$ cat src/hw/rtl/psl_pkg.sv
package psl_pkg;

	localparam int CAL_POINTS  = 11;
	localparam int TEMP_POINTS = 4;
	localparam int SEG_W  = $clog2(CAL_POINTS);
	localparam int TSEG_W = $clog2(TEMP_POINTS);

	// divider: numerator magnitude plus rounding term, denominator
	localparam int DIV_NW = 58;
	localparam int DIV_DW = 32;

	localparam logic signed [31:0] ADC_PTS [CAL_POINTS] = '{
		32'sd98717, 32'sd594404, 32'sd1089976, 32'sd1585548, 32'sd2080942,
		32'sd2576264, 32'sd3071423, 32'sd3566551, 32'sd4061479, 32'sd4556289,
		32'sd5051115};
	localparam logic signed [31:0] SUP_PTS [CAL_POINTS] = '{
		32'sd3381422, 32'sd3381431, 32'sd3381501, 32'sd3381593, 32'sd3381896,
		32'sd3382039, 32'sd3382234, 32'sd3382476, 32'sd3382791, 32'sd3383102,
		32'sd3383419};
	// k * 0.7 in Q8.24
	localparam logic signed [31:0] PRS_PTS [CAL_POINTS] = '{
		32'sd0, 32'sd11744051, 32'sd23488102, 32'sd35232154, 32'sd46976205,
		32'sd58720256, 32'sd70464307, 32'sd82208358, 32'sd93952410,
		32'sd105696461, 32'sd117440512};
	// Q2.30
	localparam logic signed [31:0] COEF_PTS [TEMP_POINTS] = '{
		32'sd1067580693, 32'sd1080149915, 32'sd1090277448, 32'sd1181116006};
	// 1/256 degree
	localparam logic signed [31:0] TMP_PTS [TEMP_POINTS] = '{
		32'sd3840, 32'sd5453, 32'sd6290, 32'sd7680};

	localparam logic [1:0] REG_ZERO_OFFSET = 2'd0;
	localparam logic [1:0] REG_REF_TEMP    = 2'd1;
	localparam logic [1:0] REG_DRIFT_GAIN  = 2'd2;

	localparam logic signed [15:0] REF_TEMP_RESET = 16'sd3840;

	// datapath operations
	localparam logic [4:0] OP_NONE = 5'd0;
	localparam logic [4:0] OP_LOAD = 5'd1;
	localparam logic [4:0] OP_SEG  = 5'd2;
	localparam logic [4:0] OP_MULP = 5'd3;
	localparam logic [4:0] OP_DIVP = 5'd4;
	localparam logic [4:0] OP_GETP = 5'd5;
	localparam logic [4:0] OP_MULR = 5'd6;
	localparam logic [4:0] OP_SUMR = 5'd7;
	localparam logic [4:0] OP_DIVR = 5'd8;
	localparam logic [4:0] OP_GETR = 5'd9;
	localparam logic [4:0] OP_DIVC = 5'd10;
	localparam logic [4:0] OP_GETC = 5'd11;
	localparam logic [4:0] OP_SEGT = 5'd12;
	localparam logic [4:0] OP_DIVT = 5'd13;
	localparam logic [4:0] OP_GETT = 5'd14;
	localparam logic [4:0] OP_MULG = 5'd15;
	localparam logic [4:0] OP_CORR = 5'd16;
	localparam logic [4:0] OP_OUT  = 5'd17;

	typedef struct packed {
		logic [4:0] op;
	} dp_cmd_t;

	typedef struct packed {
		logic div_done;
		logic out_free;
	} dp_stat_t;

endpackage

$ cat src/hw/rtl/psl_ctrl.sv
module psl_ctrl (
	input  logic              clk,
	input  logic              arst_n,
	input  logic              s_tvalid,
	output logic              s_tready,
	input  psl_pkg::dp_stat_t stat,
	output psl_pkg::dp_cmd_t  cmd
);
	localparam logic [4:0] S_IDLE = 5'd0;
	localparam logic [4:0] S_SEG  = 5'd1;
	localparam logic [4:0] S_MULP = 5'd2;
	localparam logic [4:0] S_DIVP = 5'd3;
	localparam logic [4:0] S_WP   = 5'd4;
	localparam logic [4:0] S_GETP = 5'd5;
	localparam logic [4:0] S_MULR = 5'd6;
	localparam logic [4:0] S_SUMR = 5'd7;
	localparam logic [4:0] S_DIVR = 5'd8;
	localparam logic [4:0] S_WR   = 5'd9;
	localparam logic [4:0] S_GETR = 5'd10;
	localparam logic [4:0] S_DIVC = 5'd11;
	localparam logic [4:0] S_WC   = 5'd12;
	localparam logic [4:0] S_GETC = 5'd13;
	localparam logic [4:0] S_SEGT = 5'd14;
	localparam logic [4:0] S_DIVT = 5'd15;
	localparam logic [4:0] S_WT   = 5'd16;
	localparam logic [4:0] S_GETT = 5'd17;
	localparam logic [4:0] S_MULG = 5'd18;
	localparam logic [4:0] S_CORR = 5'd19;
	localparam logic [4:0] S_OUT  = 5'd20;

	logic [4:0] state_q, state_d;

	always_comb begin
		state_d    = state_q;
		cmd.op     = psl_pkg::OP_NONE;
		unique case (state_q)
			S_IDLE: begin
				if (s_tvalid) begin
					cmd.op     = psl_pkg::OP_LOAD;
					state_d    = S_SEG;
				end
			end
			S_SEG:  begin cmd.op = psl_pkg::OP_SEG;  state_d = S_MULP; end
			S_MULP: begin cmd.op = psl_pkg::OP_MULP; state_d = S_DIVP; end
			S_DIVP: begin cmd.op = psl_pkg::OP_DIVP; state_d = S_WP; end
			S_WP:   if (stat.div_done) state_d = S_GETP;
			S_GETP: begin cmd.op = psl_pkg::OP_GETP; state_d = S_MULR; end
			S_MULR: begin cmd.op = psl_pkg::OP_MULR; state_d = S_SUMR; end
			S_SUMR: begin cmd.op = psl_pkg::OP_SUMR; state_d = S_DIVR; end
			S_DIVR: begin cmd.op = psl_pkg::OP_DIVR; state_d = S_WR; end
			S_WR:   if (stat.div_done) state_d = S_GETR;
			S_GETR: begin cmd.op = psl_pkg::OP_GETR; state_d = S_DIVC; end
			S_DIVC: begin cmd.op = psl_pkg::OP_DIVC; state_d = S_WC; end
			S_WC:   if (stat.div_done) state_d = S_GETC;
			S_GETC: begin cmd.op = psl_pkg::OP_GETC; state_d = S_SEGT; end
			S_SEGT: begin cmd.op = psl_pkg::OP_SEGT; state_d = S_DIVT; end
			S_DIVT: begin cmd.op = psl_pkg::OP_DIVT; state_d = S_WT; end
			S_WT:   if (stat.div_done) state_d = S_GETT;
			S_GETT: begin cmd.op = psl_pkg::OP_GETT; state_d = S_MULG; end
			S_MULG: begin cmd.op = psl_pkg::OP_MULG; state_d = S_CORR; end
			S_CORR: begin cmd.op = psl_pkg::OP_CORR; state_d = S_OUT; end
			S_OUT: begin
				// hold until the output register has room
				if (stat.out_free) begin
					cmd.op  = psl_pkg::OP_OUT;
					state_d = S_IDLE;
				end
			end
			default: state_d = S_IDLE;
		endcase
	end

	always_ff @(posedge clk or negedge arst_n) begin
		if (!arst_n)
			state_q <= S_IDLE;
		else
			state_q <= state_d;
	end

	assign s_tready = (state_q == S_IDLE);

endmodule

$ cat config.mk
export PLATFORM = sky130hd
export DESIGN_NAME = psl_ctrl
export DESIGN_NICKNAME = d
export VERILOG_FILES = /design/src/hw/rtl/psl_pkg.sv /design/src/hw/rtl/psl_ctrl.sv
export SDC_FILE = /design/constraint.sdc
export NUM_CORES = 1
export LEC_CHECK = 0
export ABC_AREA = 1
export BUFFER_PORTS_ARGS = -buffer_cell sky130_fd_sc_hd__buf_4
export CAP_MARGIN = 20
export CORE_MARGIN = 2
export CORE_UTILIZATION = 48
export CTS_BUF_LIST = sky130_fd_sc_hd__clkbuf_4 sky130_fd_sc_hd__clkbuf_8 sky130_fd_sc_hd__clkbuf_16
export DETAILED_ROUTE_END_ITERATION = 10
export GPL_ROUTABILITY_DRIVEN = 0
export PLACE_DENSITY = 0.72
export SLEW_MARGIN = 20
export SYNTH_ARGS = -nofsm -noshare
export SYNTH_HDL_FRONTEND = slang
export SYNTH_SLANG_ARGS = --single-unit
$ cat constraint.sdc
create_clock -name clk -period 1.1 [get_ports clk]
set_input_delay 0.165 -clock clk [delete_from_list [all_inputs] [get_ports clk]]
set_output_delay 0.165 -clock clk [all_outputs]
set_load 0.005 [all_outputs]
==> impl_metrics.env <==
export IMPL_rsz0062_at_grt="yes"
export IMPL_nets=148
export IMPL_grt_overflow_total=0
export IMPL_rr_worst_depth=8
export IMPL_reg2reg_to="state_q[2]"
export IMPL_avgSynthCellArea_um2=6.53
export IMPL_num_rows=13
export IMPL_viasPerCell=5.57
export IMPL_antenna_left=0
export IMPL_n_antenna_cell=0
export IMPL_hold_viol=0
export IMPL_failed_checks="negative setup slack"
export IMPL_drtIter0Drc=48
export IMPL_grt_pass1_wl_mm=3.09
export IMPL_layout_min_cycle_time_ns=1.57
export IMPL_yosys_warnings=0
export IMPL_num_vias=874
export IMPL_fin_skew_ns=0.00644
export IMPL_io_pins=11
export IMPL_slew_headroom_pct=84.2
export IMPL_grt_pass1_vias=723
export IMPL_max_clock_freq_mhz=637
export IMPL_grtUsageTotal_pct=28.6
export IMPL_multi_input_area_um2=500
export IMPL_worst_endpoint_required_ns=0.94
export IMPL_status="finished, violations left"
export IMPL_place_ws_ns=-0.357
export IMPL_cts_tree="built"
export IMPL_synthTopCellsByArea="dfrtp_1 19%, nand2_1 12%, nor2_1 7.9%"
export IMPL_cts_num_sinks=5
export IMPL_syn_inst=102
export IMPL_vdd_ir_drop_max_mv=2.26
export IMPL_synth_top_area_share_pct=18.8
export IMPL_min_path_type="input port to async pin"
export IMPL_critPathKind="flop to output pin"
export IMPL_grt_max_degree=9
export IMPL_rr_startpoint="state_q[1]"
export IMPL_dr_pass1_iters=4
export IMPL_yosysUniqueCellTypes=22
export IMPL_power_leakage_nw=0.560
export IMPL_cp_arrival_ns=1.40
export IMPL_powerDensity_nw_per_um2=3110
export IMPL_wire_per_inst_um=15.0
export IMPL_top_register="state_q"
export IMPL_endpoint="cmd[3]"
export IMPL_fill_cells=91
export IMPL_htree_num_levels=1
export IMPL_maxCapViolCount=0
export IMPL_power_mw=3.32
export IMPL_clkSlewWorstSetupHoldPaths_ns=0.04
export IMPL_start_util_pct=51.2
export IMPL_die_h_um=41.2
export IMPL_ys_ff_latch=5
export IMPL_antenna_found_initial=0
export IMPL_final_max_slew_viol_count=0
export IMPL_dieArea_um2=1700
export IMPL_cp_start_kind="flop"
export IMPL_largest_reg_flops=5
export IMPL_r2r_slack_ns=-0.40
export IMPL_tightest_slew_ns=0.235
export IMPL_ff_latch_area_um2=131
export IMPL_fin_crit_sh_pct=143
export IMPL_finalWorstSetupSlack_ns=-0.469
export IMPL_drive_above_1_share_pct=61.3
export IMPL_clk_latency_ns=0.24
export IMPL_cts_buffers=3
export IMPL_cp_startpoint="state_q[2]"
export IMPL_dp_hpwl_mm=1.44
export IMPL_io_buffer_count=10
export IMPL_clock_path_buffers=2
export IMPL_reg_top3="state_q (5)"
export IMPL_syn_area_um2=666
export IMPL_root_buffer="clkbuf_4"
export IMPL_cp_end_kind="output pin"
export IMPL_yosysSeqAreaShare_pct=18.8
export IMPL_syn_to_final_growth_pct=60.3
export IMPL_drc=0
export IMPL_core_area_um2=1300
export IMPL_setup_viol=11
export IMPL_die_w_um=41.2
export IMPL_syn_num_nets=107
export IMPL_final_cell_mix="35 x buf_4, 18 x nand2_1, 12 x nor2_1, 10 x inv_2"
export IMPL_wirelength_mm=2.36
export IMPL_layout_commonest_cell="buf_4"
export IMPL_cp_max_fo=7
export IMPL_yosysTopAreaCell="dfrtp_1"
-- cells in the mapped netlist --
cell / count
a21oi_1: 2
buf_6: 3
buf_8: 1
dfrtp_1: 5
inv_1: 12
inv_2: 5
nand2_1: 21
nand2_2: 3
nand2_4: 2
nand3_1: 8
nand3_2: 4
nand4_1: 6
nor2_1: 14
nor2_2: 3
nor2_4: 3
nor2_8: 1
nor3_1: 1
o2111ai_1: 1
o211ai_1: 2
o21ai_0: 3
o21ai_1: 1
o22ai_1: 1
-- routing by layer --
metal / track usage, % / share of wire [%] / vias up
met2: 46.1 / 52 / 42
met1: 33.8 / 41 / 419
met5: 0 / 0 / -
met4: 14.5 / 1.9 / 0
li1: - / - / 409
met3: 8.70 / 5.5 / 4
-- where the power goes --
| group | total, mW | internal [mW] | leakage, nW | switching [mW] |
|---|---|---|---|---|
| registers | 0.521 | 0.282 | 0.0574 | 0.239 |
| clock network | 0.236 | 0.162 | 0.0184 | 0.0743 |
| logic | 2.56 | 1.27 | 0.485 | 1.29 |
-- area by class of cell --
cell class              count  area share [%]
repair buffers             40            29.8
clock buffers               4            2.81
well taps                  15            1.76
flip-flops and latches      5            12.3
multi-input cells          76            46.9
inverters                  17            6.45
-- worst min path at each step --
stage	from	to	slack (ns)	depth (start not counted)
global route	arst_n	state_q[4]	0.27	2
global placement	arst_n	state_q[1]	-0.03	1
CTS	arst_n	state_q[2]	0.26	2
detailed placement	arst_n	state_q[1]	-0.03	1
finish	arst_n	state_q[2]	0.27	2
floorplan	arst_n	state_q[0]	-0.13	0
-- critical path: stages, from the launching register on --
cell	delay, ns
dfrtp_2	0.47
inv_2	0.10
nand2_2	0.08
nor2_4	0.16
nand2_1	0.13
nand4_1	0.11
buf_4	0.11
-- cells by family (layout without fill, tap and decap cells) --
| logic type | count (synthesis) | after routing | share of synthesized area, % |
|---|---|---|---|
| AO/OA/AOI/OAI | 10 | 10 | 9.02 |
| buffers and inverters | 21 | 61 | 16.9 |
| AND/OR/NAND/NOR | 66 | 66 | 55.3 |
| flip-flops | 5 | 5 | 18.8 |
-- stage by stage --
stage	instance area (um^2)	TNS [ns]	util, %	hold WS, ns	cells
2_1_floorplan	696	-0.423	-	-0.131	102
3_3_place_gp	846	-2.99	65.0	-0.0324	137
3_5_place_dp	846	-3.11	65.0	-0.0325	137
4_1_cts	1010	-3.77	78.0	0.264	153
5_1_grt	1070	-4.80	82.0	0.272	157
6_report	1070	-4.34	82.0	0.269	157
-- what timing repair did --
item	CTS	global route
setup endpoints to repair	11	11
hold endpoints to repair	5	0
pin swaps	10	7
gates resized for setup	20	7
hold buffers	1	0
buffers inserted	11	4
(Power assumes the default switching activity.)
